$ cat src/sv/pcol_pkg.sv
// Package for the particle pair collision block.
// Widths, stage counts, register codes and the saturation helper.
// No dependencies.
package pcol_pkg;

    localparam int POS_W      = 24;
    localparam int TAG_W      = 16;
    localparam int RAD_W      = 8;
    localparam int FRAC_BITS  = 10;
    localparam int DIFF_W     = POS_W + 1;
    // Minimum distance is 2*radius pixels, below 2**MAG_W position units
    localparam int MAG_W      = RAD_W + FRAC_BITS + 1;
    localparam int SQR_W      = 2 * MAG_W;
    localparam int D2_W       = SQR_W + 1;
    localparam int ROOT_W     = MAG_W;
    localparam int REM_W      = D2_W + 1;
    localparam int OV3_W      = MAG_W + 2;
    localparam int NUM_W      = MAG_W + OV3_W;
    localparam int DEN_W      = ROOT_W + 4;
    localparam int Q_W        = MAG_W - 1;
    localparam int DREM_W     = NUM_W + 1;
    localparam int SQ_STAGES  = ROOT_W;
    localparam int DIV_STAGES = Q_W;
    localparam int SUM_W      = POS_W + 2;

    localparam int ADDR_W = 3;
    localparam logic [0:0] REG_RADIUS = 1'b0;
    localparam logic [RAD_W-1:0] RADIUS_RESET = 8'd5;

    localparam logic signed [SUM_W-1:0] POS_MAX = SUM_W'(8388607);
    localparam logic signed [SUM_W-1:0] POS_MIN = -SUM_W'(8388608);

    // Sideband that travels beside the arithmetic
    typedef struct packed {
        logic [TAG_W-1:0]        tag_a;
        logic [TAG_W-1:0]        tag_b;
        logic signed [POS_W-1:0] a_x;
        logic signed [POS_W-1:0] a_y;
        logic signed [POS_W-1:0] b_x;
        logic signed [POS_W-1:0] b_y;
        logic                    neg_x;
        logic                    neg_y;
        logic [MAG_W-1:0]        mag_x;
        logic [MAG_W-1:0]        mag_y;
        logic [MAG_W-1:0]        md;
        logic                    hit;
    } t_sb;

    // Clamp a widened coordinate into the position range
    function automatic logic signed [POS_W-1:0] sat_pos(input logic signed [SUM_W-1:0] v);
        logic signed [SUM_W-1:0] c;
        c = v;
        if (v > POS_MAX) c = POS_MAX;
        if (v < POS_MIN) c = POS_MIN;
        return c[POS_W-1:0];
    endfunction

endpackage

$ cat src/sv/pcol_sqrt.sv
// Pipelined integer square root, one result bit per stage.
// Depends on pcol_pkg.
module pcol_sqrt (
    input  logic                         i_clk,
    input  logic                         i_en,
    input  logic [pcol_pkg::D2_W-1:0]    i_rad,
    output logic [pcol_pkg::ROOT_W-1:0]  o_root
);

    logic [pcol_pkg::REM_W-1:0]  r_rem  [0:pcol_pkg::SQ_STAGES-1];
    logic [pcol_pkg::ROOT_W-1:0] r_root [0:pcol_pkg::SQ_STAGES-1];

    for (genvar g = 0; g < pcol_pkg::SQ_STAGES; g++) begin : g_stage
        localparam int BI = pcol_pkg::ROOT_W - 1 - g;
        logic [pcol_pkg::REM_W-1:0]  rem_in;
        logic [pcol_pkg::ROOT_W-1:0] root_in;
        logic [pcol_pkg::REM_W-1:0]  trial;
        logic [pcol_pkg::REM_W-1:0]  n_rem;
        logic [pcol_pkg::ROOT_W-1:0] n_root;

        // First stage takes the radicand, later ones the previous stage
        if (g == 0) begin : g_head
            assign rem_in  = pcol_pkg::REM_W'(i_rad);
            assign root_in = '0;
        end else begin : g_tail
            assign rem_in  = r_rem[g-1];
            assign root_in = r_root[g-1];
        end

        // Try setting bit BI: (r + 2^BI)^2 - r^2 = r*2^(BI+1) + 4^BI
        always_comb begin
            trial = (pcol_pkg::REM_W'(root_in) << (BI + 1))
                  + (pcol_pkg::REM_W'(1) << (2 * BI));
            if (rem_in >= trial) begin
                n_rem  = rem_in - trial;
                n_root = root_in | (pcol_pkg::ROOT_W'(1) << BI);
            end else begin
                n_rem  = rem_in;
                n_root = root_in;
            end
        end

        always_ff @(posedge i_clk) begin
            if (i_en) begin
                r_rem[g]  <= n_rem;
                r_root[g] <= n_root;
            end
        end
    end

    assign o_root = r_root[pcol_pkg::SQ_STAGES-1];

endmodule

$ cat config.mk
export PLATFORM = sky130hd
export DESIGN_NAME = pcol_sqrt
export DESIGN_NICKNAME = d
export VERILOG_FILES = /design/src/sv/pcol_pkg.sv /design/src/sv/pcol_sqrt.sv
export SDC_FILE = /design/constraint.sdc
export NUM_CORES = 1
export LEC_CHECK = 0
export BUFFER_PORTS_ARGS = -buffer_cell sky130_fd_sc_hd__clkbuf_2
export CORE_ASPECT_RATIO = 0.9
export CORE_MARGIN = 5
export CORE_UTILIZATION = 50
export DETAILED_ROUTE_END_ITERATION = 8
export GPL_TIMING_DRIVEN = 0
export PLACE_DENSITY = 0.73
export REMOVE_ABC_BUFFERS = 1
export SLEW_MARGIN = 20
export SYNTH_ARGS = -nofsm -noshare
export SYNTH_HDL_FRONTEND = slang
export SYNTH_SLANG_ARGS = --single-unit
$ cat constraint.sdc
create_clock -name i_clk -period 6.09 [get_ports i_clk]
set_input_delay 0.609 -clock i_clk [delete_from_list [all_inputs] [get_ports i_clk]]
set_output_delay 0.609 -clock i_clk [all_outputs]
set_load 0.005 [all_outputs]
After elaboration in Yosys (flattened, before gate mapping)
Memories as Yosys holds them, arrays and structs flattened.
Cells that the tools add are included.
{"block": "op_classes", "order_cmp": 19, "n_mux": 40, "add_sub_neg": 37}
{"cell": "40-bit two-way mux", "count": 19}
{"cell": "40-bit by 21-bit greater-or-equal comparator with 1-bit output", "count": 1}
{"cell": "40-bit by 22-bit greater-or-equal comparator with 1-bit output", "count": 1}
{"cell": "40-bit by 23-bit greater-or-equal comparator with 1-bit output", "count": 1}
{"cell": "40-bit by 24-bit greater-or-equal comparator with 1-bit output", "count": 1}
{"cell": "40-bit by 25-bit greater-or-equal comparator with 1-bit output", "count": 1}
{"cell": "40-bit by 26-bit greater-or-equal comparator with 1-bit output", "count": 1}
{"cell": "40-bit by 27-bit greater-or-equal comparator with 1-bit output", "count": 1}
{"cell": "40-bit by 28-bit greater-or-equal comparator with 1-bit output", "count": 1}
{"cell": "40-bit by 29-bit greater-or-equal comparator with 1-bit output", "count": 1}
{"cell": "40-bit by 30-bit greater-or-equal comparator with 1-bit output", "count": 1}
{"cell": "40-bit by 31-bit greater-or-equal comparator with 1-bit output", "count": 1}
{"cell": "40-bit by 32-bit greater-or-equal comparator with 1-bit output", "count": 1}
{"cell": "40-bit by 33-bit greater-or-equal comparator with 1-bit output", "count": 1}
{"cell": "40-bit by 34-bit greater-or-equal comparator with 1-bit output", "count": 1}
{"cell": "40-bit by 35-bit greater-or-equal comparator with 1-bit output", "count": 1}
{"cell": "40-bit by 36-bit greater-or-equal comparator with 1-bit output", "count": 1}
{"cell": "40-bit by 37-bit greater-or-equal comparator with 1-bit output", "count": 1}
{"cell": "40-bit by 38-bit greater-or-equal comparator with 1-bit output", "count": 1}
{"cell": "39-bit by 37-bit subtractor with 40-bit output (second input constant)", "count": 1}
{"cell": "40-bit by 21-bit subtractor with 40-bit output", "count": 1}
{"cell": "40-bit by 22-bit subtractor with 40-bit output", "count": 1}
{"cell": "40-bit by 23-bit subtractor with 40-bit output", "count": 1}
{"cell": "40-bit by 24-bit subtractor with 40-bit output", "count": 1}
{"cell": "52 further kinds", "count": 54}
{"block": "totals", "reg_bits": 0, "ramBits": 1121, "output_inout_bits": 19, "word_cells": 98, "n_memories": 2}
{"name": "r_rem", "words": 19, "word_bits": 40, "rd": 18, "rd_clocked_by_memory_dff": 0, "wr": 19, "line": "pcol_sqrt.sv:10", "source": "logic [pcol_pkg::REM_W-1:0] r_rem [0:pcol_pkg::SQ_STAGES-1];"}
{"name": "r_root", "words": 19, "word_bits": 19, "rd": 19, "rd_clocked_by_memory_dff": 0, "wr": 19, "line": "pcol_sqrt.sv:11", "source": "logic [pcol_pkg::ROOT_W-1:0] r_root [0:pcol_pkg::SQ_STAGES-1];"}

Depth between registers and ports, before layout
An unclocked memory read counts as a cell.
{"block": "logic_depth", "word_depth": 4, "depth_mapped": 12}

Least setup slack after synthesis
No wires, ideal clock.
{"block": "synth_timing", "path_kind": "flip-flop to flip-flop", "start": "mem r_rem[14][28] (netlist bit)", "end": "mem r_rem[15][32] (netlist bit), data pin", "path_stages_with_launch": 11, "arrival_time_ns": 3.207, "path_buffers": 2, "path_slack_ns": 2.611, "setup_ns": 0.271, "t_required_ns": 5.819, "cell_sequence": "edfxtp_1 or4_1 or4_1 or3_1 or4_1 nor4_4 or2_1 buf_2 buf_6 nor4_1 xor2_1"}
{"element": "from (decl)", "line": "pcol_sqrt.sv:10"}

==> run metrics <==
Hold Slack 0.150 ns; Worst EP arrival 4.96 ns; Layout area overhead 11.5%; GR Overflow Total 0; post-cts hold buffer count 0; Post-Syn Area 42900 µm²; Post-synth EDFFs 910; crit path time final 4.58 ns; pwr dens 333 nW/µm²; startpoint types flip-flop; P_leak 17.7 nW; Final Hold Fails 0; ant diodes 0; most common cell in the netlist edfxtp_1; setup ws final 1.51 ns; GPL Wtd Cong 0.920; clk slew on worst S/H paths 0.06 ns; H-tree levels 3; Root Buffer clkbuf_16; Placement Setup Slack 1.56 ns; Residual DRC 0; detailed-route vias per instance 5.51; share of layout cells above drive strength 1 0.0742; global-route track usage on met1 0.162; setup bufs post-CTS 0; initial antenna violation count 0; Avg WL per Cell 16.4 µm; Clock Skew 0.0232 ns; CP endpoint kind flip-flop; CTS sink count 910; die area 91800 µm²; flops & latches, synth 910; delay-heaviest family, CP compound AO/OA/AOI/OAI gates; Pre-antenna DRT Iters 5; grt met2 use 0.336; DIE HEIGHT 288 µm; total CTS buffers 89; worst-path cell chain ha_1 -> a2111o_1 -> o21ai_0 -> o21a_1 -> o2111a_1 -> clkinv_1 -> o2111ai_1 -> nor4_1 -> xor2_1; final wirelength 76800 µm; Die W 319 µm; final-stage net count 3707; CORE AREA 85600 µm²; Synth Flop Type edfxtp_1; antenna viol nets, final 0; Crit Path Max Fanout 20; Mean Syn Cell Area 12.9 µm²; CTS tree done; share of flip-flops with an asynchronous set or reset 0; Peak VDD IR 243 µV; FMAX 218 MHz; Total Neg Setup Slack 0 ns; ranking of synthesized cells by area edfxtp_1 64%, ha_1 6.1%, xor2_1 3.2%; Finish-stage setup viols 0; number of DRC markers in iteration 0 1531; CTS resizes 0; relative slew slack 0.274; largest net degree at the start of global routing 106; fin crit share 0.752; Tightest Pin Transition 1.08 ns; Synth top area share 0.636; worst setup path class flip-flop to flip-flop; Yosys warnings 0; IO buf count 59; Slew Viols, Final 0; All-Layer GR Usage 0.165; I/O Pins 60; Starting Density 0.501; Mapped Cells 3335; CP max stage delay 0.73 ns; dpl hpwl 55800 µm; Non-Filler Instances 4675; WP data required 6.47 ns; Yosys top cell by area edfxtp_1; Min-Delay Path Class primary input to flip-flop; global-route wire length before repair 125000 µm; busiest grt layer met2; sequential area share after synthesis 0.636; clk_lat worst skew 0.65 ns; CP bufs+invs 1; row cnt 102; DR vias 25700; top cell types by occurrence after synthesis 910 x edfxtp_1, 255 x inv_1, 253 x nand2_1, 208 x ha_1, 189 x o21ai_0; Slowest cell on crit path o2111a_1; Synth cell types 75; status finished, final reports clean; met3 usage 0.0255; unrepaired setup endpoints after global routing false; Max Root-Sink Buffers 3; vias in the first global route 26000; Max Cap Violations 0; Placed Cells 4511
[registers in the layout (all words and copies together), names as in the netlist]
signal / count
r_rem: 720
r_root: 190
[final timing paths]
check                           cells past startpoint  slack, ns                     from                 endpoint
worst min-delay path                                1       0.15                i_rad[21]   r_rem[0][21]$_DFFE_PP_
worst max register to register                      9       1.51  r_rem[13][15]$_DFFE_PP_  r_rem[14][38]$_DFFE_PP_
worst max-delay path                                9       1.51  r_rem[13][15]$_DFFE_PP_  r_rem[14][38]$_DFFE_PP_
worst min register to register                      0       0.44    r_rem[3][4]$_DFFE_PP_    r_rem[4][4]$_DFFE_PP_
[power by group]
| part | switching [mW] | internal (mW) |
|---|---|---|
| clock | 2.31 | 3.18 |
| combinational | 1.32 | 0.964 |
| sequential | 0.448 | 7.74 |
[cell usage in the layout (no fill, tap or decap), types with 12 or more instances in the layout]
cell type  count
nor4b_1       25
o21a_1        52
nor2_1       169
a211oi_1      16
xor2_1       158
edfxtp_1     910
clkinv_1      26
o21ai_0      189
o31ai_1       33
or3_1         32
nand2b_1      37
nor3_1       114
clkbuf_1      17
clkbuf_16     89
and3_1        14
a21boi_0      12
a21o_1        50
or2_2         18
nor4_1       106
nand3_1       40
a21oi_1      136
mux2_2        15
xnor2_1      143
nand2_1      253
a31oi_1       15
nand4_1       42
nand3b_1      15
ha_1         208
inv_1        255
or4_1         36
clkinv_2      12
nand4b_1      18
nor2b_1       31
clkbuf_2      58
[through the flow]
step                total power [mW]  cell area (µm²)   util
finish                          16.0            47900  0.559
detailed placement              10.6            44900  0.524
CTS                             16.1            47800  0.559
global placement                10.7            44500  0.519
floorplan                       9.83            42700      -
global route                    16.7            47900  0.559
[logic make-up after synthesis]
group,share of synthesized area
compound gates,0.0844
xor+xnor,0.0614
fa+ha+maj,0.0606
buf+inv,0.0268
flops,0.636
mux,0.00650
simple gates,0.124
[final cells by class]
type                       instances  area, µm²
clock buffer                     106       2290
clock inverter                    58        656
fill                            6751      37800
inverter                         257        965
multi-input combinational       2122      14500
sequential                       910      27300
tap                             1144       1430
timing repair buffer              78        653
[per-layer routing]
metal,part of all wire,up-vias
li1,-,12800
met1,0.36,12200
met2,0.56,551
met3,0.036,199
met4,0.046,0
met5,0,-
Note: power is estimated with default switching activity, not from simulation.
