## src/sv/pcol_pkg.sv

```systemverilog
// Package for the particle pair collision block.
// Widths, stage counts, register codes and the saturation helper.
// No dependencies.
package pcol_pkg;

    localparam int POS_W      = 24;
    localparam int TAG_W      = 16;
    localparam int RAD_W      = 8;
    localparam int FRAC_BITS  = 10;
    localparam int DIFF_W     = POS_W + 1;
    // Minimum distance is 2*radius pixels, below 2**MAG_W position units
    localparam int MAG_W      = RAD_W + FRAC_BITS + 1;
    localparam int SQR_W      = 2 * MAG_W;
    localparam int D2_W       = SQR_W + 1;
    localparam int ROOT_W     = MAG_W;
    localparam int REM_W      = D2_W + 1;
    localparam int OV3_W      = MAG_W + 2;
    localparam int NUM_W      = MAG_W + OV3_W;
    localparam int DEN_W      = ROOT_W + 4;
    localparam int Q_W        = MAG_W - 1;
    localparam int DREM_W     = NUM_W + 1;
    localparam int SQ_STAGES  = ROOT_W;
    localparam int DIV_STAGES = Q_W;
    localparam int SUM_W      = POS_W + 2;

    localparam int ADDR_W = 3;
    localparam logic [0:0] REG_RADIUS = 1'b0;
    localparam logic [RAD_W-1:0] RADIUS_RESET = 8'd5;

    localparam logic signed [SUM_W-1:0] POS_MAX = SUM_W'(8388607);
    localparam logic signed [SUM_W-1:0] POS_MIN = -SUM_W'(8388608);

    // Sideband that travels beside the arithmetic
    typedef struct packed {
        logic [TAG_W-1:0]        tag_a;
        logic [TAG_W-1:0]        tag_b;
        logic signed [POS_W-1:0] a_x;
        logic signed [POS_W-1:0] a_y;
        logic signed [POS_W-1:0] b_x;
        logic signed [POS_W-1:0] b_y;
        logic                    neg_x;
        logic                    neg_y;
        logic [MAG_W-1:0]        mag_x;
        logic [MAG_W-1:0]        mag_y;
        logic [MAG_W-1:0]        md;
        logic                    hit;
    } t_sb;

    // Clamp a widened coordinate into the position range
    function automatic logic signed [POS_W-1:0] sat_pos(input logic signed [SUM_W-1:0] v);
        logic signed [SUM_W-1:0] c;
        c = v;
        if (v > POS_MAX) c = POS_MAX;
        if (v < POS_MIN) c = POS_MIN;
        return c[POS_W-1:0];
    endfunction

endpackage

```

## src/sv/pcol_div.sv

```systemverilog
// Pipelined restoring divider, one quotient bit per stage.
// Depends on pcol_pkg.
module pcol_div (
    input  logic                        i_clk,
    input  logic                        i_en,
    input  logic [pcol_pkg::NUM_W-1:0]  i_num,
    input  logic [pcol_pkg::DEN_W-1:0]  i_den,
    output logic [pcol_pkg::Q_W-1:0]    o_q
);

    logic [pcol_pkg::DREM_W-1:0] r_rem [0:pcol_pkg::DIV_STAGES-1];
    logic [pcol_pkg::DEN_W-1:0]  r_den [0:pcol_pkg::DIV_STAGES-1];
    logic [pcol_pkg::Q_W-1:0]    r_q   [0:pcol_pkg::DIV_STAGES-1];

    for (genvar g = 0; g < pcol_pkg::DIV_STAGES; g++) begin : g_stage
        localparam int BI = pcol_pkg::Q_W - 1 - g;
        logic [pcol_pkg::DREM_W-1:0] rem_in;
        logic [pcol_pkg::DEN_W-1:0]  den_in;
        logic [pcol_pkg::Q_W-1:0]    q_in;
        logic [pcol_pkg::DREM_W-1:0] sub;
        logic [pcol_pkg::DREM_W-1:0] n_rem;
        logic [pcol_pkg::Q_W-1:0]    n_q;

        // First stage takes the operands, later ones the previous stage
        if (g == 0) begin : g_head
            assign rem_in = pcol_pkg::DREM_W'(i_num);
            assign den_in = i_den;
            assign q_in   = '0;
        end else begin : g_tail
            assign rem_in = r_rem[g-1];
            assign den_in = r_den[g-1];
            assign q_in   = r_q[g-1];
        end

        // Subtract the shifted divisor where it fits
        always_comb begin
            sub = pcol_pkg::DREM_W'(den_in) << BI;
            if (rem_in >= sub) begin
                n_rem = rem_in - sub;
                n_q   = q_in | (pcol_pkg::Q_W'(1) << BI);
            end else begin
                n_rem = rem_in;
                n_q   = q_in;
            end
        end

        always_ff @(posedge i_clk) begin
            if (i_en) begin
                r_rem[g] <= n_rem;
                r_den[g] <= den_in;
                r_q[g]   <= n_q;
            end
        end
    end

    assign o_q = r_q[pcol_pkg::DIV_STAGES-1];

endmodule

```

## config.mk

```make
export PLATFORM = sky130hd
export DESIGN_NAME = pcol_div
export DESIGN_NICKNAME = d
export VERILOG_FILES = /design/src/sv/pcol_pkg.sv /design/src/sv/pcol_div.sv
export SDC_FILE = /design/constraint.sdc
export NUM_CORES = 2
export LEC_CHECK = 0
export ABC_CLOCK_PERIOD_IN_PS = 4770
export BUFFER_PORTS_ARGS = -buffer_cell sky130_fd_sc_hd__buf_2
export CAP_MARGIN = 25
export CORE_MARGIN = 5
export CORE_UTILIZATION = 35
export DETAILED_ROUTE_END_ITERATION = 16
export GPL_ROUTABILITY_DRIVEN = 1
export PLACE_DENSITY = 0.59
export SYNTH_ARGS = -nofsm -noshare
export SYNTH_HDL_FRONTEND = slang
export SYNTH_SLANG_ARGS = --single-unit
```

## constraint.sdc

```tcl
create_clock -name i_clk -period 4.77 [get_ports i_clk]
set_clock_uncertainty 0.1 [all_clocks]
set_input_delay 0.477 -clock i_clk [delete_from_list [all_inputs] [get_ports i_clk]]
set_output_delay 0.477 -clock i_clk [all_outputs]
set_load 0.02 [all_outputs]
```

Word-level counts from Yosys, hierarchy flattened:

Memory sizes are Yosys's and may differ from the RTL's.
Index checks and enable logic that the tools add are counted.

* register bits: 0
* memory bits (writable): 1476
* input bits: 65
* output and inout bits: 18
* logic and storage cells: 77
* memories kept: 3

* add/sub/neg operators: 18
* order comparisons: 18
* multiplexer cells: 38

Memories
* r_rem: depth 18, width 41, rd ports 17, clocked after Yosys merged registers in 0, write ports 18, line pcol_div.sv:11 `logic [pcol_pkg::DREM_W-1:0] r_rem [0:pcol_pkg::DIV_STAGES-1];`
* r_den: depth 18, width 23, rd ports 17, clocked after Yosys merged registers in 0, write ports 18, line pcol_div.sv:12 `logic [pcol_pkg::DEN_W-1:0] r_den [0:pcol_pkg::DIV_STAGES-1];`
* r_q: depth 18, width 18, rd ports 18, clocked after Yosys merged registers in 0, write ports 18, line pcol_div.sv:13 `logic [pcol_pkg::Q_W-1:0] r_q [0:pcol_pkg::DIV_STAGES-1];`

Operators by type and width (count)
* 2-to-1 mux 41 bit: 18
* >= comparator 41 x 23 -> 1 bit: 1
* >= comparator 41 x 24 -> 1 bit: 1
* >= comparator 41 x 25 -> 1 bit: 1
* >= comparator 41 x 26 -> 1 bit: 1
* >= comparator 41 x 27 -> 1 bit: 1
* >= comparator 41 x 28 -> 1 bit: 1
* >= comparator 41 x 29 -> 1 bit: 1
* >= comparator 41 x 30 -> 1 bit: 1
* >= comparator 41 x 31 -> 1 bit: 1
* >= comparator 41 x 32 -> 1 bit: 1
* >= comparator 41 x 33 -> 1 bit: 1
* >= comparator 41 x 34 -> 1 bit: 1
* >= comparator 41 x 35 -> 1 bit: 1
* >= comparator 41 x 36 -> 1 bit: 1
* >= comparator 41 x 37 -> 1 bit: 1
* >= comparator 41 x 38 -> 1 bit: 1
* >= comparator 41 x 39 -> 1 bit: 1
* subtractor 40 x 40 -> 41 bit: 1
* subtractor 41 x 23 -> 41 bit: 1
* subtractor 41 x 24 -> 41 bit: 1
* subtractor 41 x 25 -> 41 bit: 1
* subtractor 41 x 26 -> 41 bit: 1
* subtractor 41 x 27 -> 41 bit: 1
* other kinds (31): 33

Logic depth before layout (Yosys ltp):

An unclocked memory read counts as a cell.

* depth after elaboration: 3
* depth in mapped cells: 16
* gate-level depth less buffers: 15

Worst setup path after synthesis:

OpenSTA, ideal clock, no wires.

* path kind: input -> register
* start: input port i_den[5] (netlist bit)
* end: memory r_rem[0][34] (netlist bit) (data pin)
* setup time: 0.260 ns
* arrival time: 3.455 ns
* required time: 4.410 ns
* setup slack: 0.955 ns
* cell stages on the path: 12
* path buffers: 1
* cells stage by stage: inv_1 -> ha_1 -> a21oi_1 -> nor3b_1 -> a21oi_1 -> a2111oi_2 -> o31ai_1 -> o31a_1 -> o21a_1 -> nor2_2 -> buf_2 -> mux2_2

RTL lines
* from (decl): line pcol_div.sv:7 `input logic [pcol_pkg::DEN_W-1:0] i_den,`
* to (decl): line pcol_div.sv:11

==> results.cfg <==
[outcome]
status = finished clean

[cells_and_area]
fillers = 17900
syn2layout_area_growth_pct = 13.6
final_cell_mix = 1259 x edfxtp_1, 538 x inv_1, 437 x a21oi_1
layout-drive-gt1-share_pct = 8.11
layout.nets = 6459
seq_area_um2 = 37800
final_common_cell = edfxtp_1
final_util_pct = 39.9
instances_no_fill = 8592
design_area_um2 = 75700
multiInputGateArea_um2 = 26500
num_antenna_cells = 0

[synth]
synth_seq_cells = 1259
netlist_area_um2 = 66700
ys_seq_area_share_pct = 56.7
synth.avg_cell_area_um2 = 11.7
synth-xor-area-share_pct = 5.96
synthMuxAreaShare_pct = 1.70
netlist_instances = 5721
synthDistinctLibCells = 95
synthFlopType = edfxtp_1
synth_edf_count = 1259
synthesis.nets = 6217
synth_area_leaders = edfxtp_1 57%, ha_1 7.8%, a21oi_1 3.3%
synth-async-reset-ratio_pct = 0
yosysWarnings = 0
synth-compound-area-share_pct = 12.9
synth_top_cell_by_area = edfxtp_1
synth_top_family_by_area = compound AO/OA/AOI/OAI gates
netlist.area_leader.share_pct = 56.7
synth-adder-area-share_pct = 8.28
synthSimpleGateAreaFrac_pct = 10.8

[placed_design]
dp_worst_setup_slack_ps = 470
place_area_um2 = 70500
gp_congestion = 0.925
dpl.cell_count = 8265
dp_hpwl_um = 106000
port_buffers = 82

[detailed_routing]
routed-wl-met2_um = 76000
drt-wirelength-per-cell_um = 16.3
route.detailed.drc = 0
vias = 43000
wl_met1_um = 50900
route.met3.wl_um = 4210
maxUsedRoutingLayer = met4
drt_iter0_drc = 2460
avgViaCountPerCell = 5.00
drt-total-wl_um = 140000
ant_nets = 0
first_pass_iters = 6

[clock_tree]
htree_num_levels = 4
post_cts_buffers = 0
clk_latency_ps = 770
cts-root-buf = clkbuf_16
numCtsBuffers = 144
path_clk_slew_ps = 60
cts_tree = done
clock-sinks = 1259
hold_buffers = 63
clockBufferDepth = 3
cts_resized = 0

[die]
io_pins = 83
die_y_um = 446
core_area_um2 = 190000
die_area_um2 = 199000
rows = 160
die_w_um = 446
start_util_pct = 35.1

[critical_path]
crit_path_end_kind = register
cp_data_arrival_time_ps = 4640
r2r-start = r_rem[3][15]
crit_type = register to register
critical_path_required_ps = 5180
critPathLaunchType = register
reg2reg_slack_ps = 550
worstReg2RegEnd = r_rem[4][16]
critPathMaxFanout = 46
reg2reg_depth = 11

[grt]
grt_pass1_wl_um = 226000
antenna_found_initial = 0
grt_max_degree = 118
grt_usage_pct = 14.0
overflow = 0
grt_pass1_vias = 44900

[min_path]
holdPathEnd = r_den[0][22]
min_from = i_en
hold_path.class = input port to register
min_path_cells = 1

[power]
ir_drop_mv = 0.322
switching_share_pct = 34.0
clock_power_share_pct = 24.8
p_total_mw = 42.9
p_switching_mw = 14.6
p_comb_share_pct = 35.7
internal_power_mw = 28.3
cellPowerDensity_nw_per_um2 = 566
power_frac_seq_pct = 39.5
leakage_nw = 29.2

[timing]
tightest_slew_ps = 1030
finalSetupViolCount = 0
rsz0062_at_grt = no
period_share_pct = 88.6
final_hold_viol_count = 0
fmax_mhz = 237
setup_ws_ps = 545
max_slew_margin_pct = 30.8
maxSlewViolCount = 0
period_needed_ps = 4220
tns_ps = 0
finalHoldWorstSlack_ps = 110

[run]
max-cap-violations = 0
==> worst max path at each step <==
stage,startpoint,to,slack [ps],depth (start not counted)
5_1_grt,r_rem[7][9],r_rem[8][40],220,15
2_1_floorplan,i_den[5],r_rem[0][34],960,12
4_1_cts,r_rem[3][15],r_rem[4][32],540,12
3_3_place_gp,i_num[22],r_rem[0][19],480,12
6_report,r_rem[3][15],r_rem[4][16],550,11
3_5_place_dp,i_den[5],r_rem[0][22],470,13
==> metal layers <==
layer	vias up	track usage (%)
li1	21600	-
met1	20200	13.5
met2	836	27.5
met3	405	2.22
met4	0	8.27
met5	-	0
==> power groups by stage <==
stage	clock, mW	combinational (mW)	sequential [mW]
5_1_grt	11.5	17.1	17.2
3_5_place_dp	0	15.1	17.2
2_1_floorplan	0	11.7	16.6
4_1_cts	11.0	15.3	16.9
3_3_place_gp	0	14.8	17.1
6_report	10.6	15.3	17.0
==> critical path, cell delays in order, from the launching register on <==
cell and delay [ps]:
edfxtp_1 390, ha_1 370, nor2b_1 170, o31a_1 290, o32ai_2 460, o21ai_1 170
o221ai_1 200, o211ai_1 230, a2111oi_1 640, nor3b_4 330, buf_12 240, mux2_2 350
==> synthesized netlist by cell type, types with 11 or more instances <==
cell type / n
o21ai_0: 349
mux2_2: 84
or3_1: 47
nand4_1: 67
a21boi_0: 14
o211ai_1: 23
a31oi_1: 39
o31a_1: 21
nor4b_1: 12
o2111ai_1: 13
nand2b_1: 86
nor3_1: 89
a21oi_1: 439
xor2_1: 206
or2_2: 16
a211oi_1: 42
nand3_1: 94
ha_1: 414
o21bai_1: 41
nor4_1: 73
clkbuf_1: 96
nand2_1: 351
a2111oi_0: 11
and3_1: 28
o31ai_1: 35
a21o_1: 181
nor3b_1: 12
nor2b_1: 67
and2_1: 25
inv_1: 538
o21a_1: 68
xnor2_1: 248
or4_1: 26
fa_1: 17
edfxtp_1: 1259
nor2_1: 393
==> cells by family (layout without fill, tap and decap cells) <==
family	Yosys count	count (layout)
AOI/OAI and AO/OA	1380	1380
xor gates and xnor gates	454	454
adders and majority gates	431	431
buffers and inverters	655	1015
DFF	1259	1259
muxes	101	101
and+or+nand+nor	1441	1441
==> area by class of cell <==
| cell class | instances | share of cell area, % |
|---|---|---|
| Clock inverter | 91 | 1.13 |
| Sequential cell | 1259 | 49.9 |
| Timing Repair Buffer | 212 | 2.29 |
| Tap cell | 2511 | 4.15 |
| Clock buffer | 173 | 4.93 |
| Multi-Input combinational cell | 3807 | 34.9 |
| Inverter | 539 | 2.67 |
==> flip-flops by register name (all words and copies together), names as in the netlist <==
| register | count |
|---|---|
| r_rem | 697 |
| r_den | 391 |
| r_q | 171 |
Note: power is estimated with default switching activity, not from simulation.
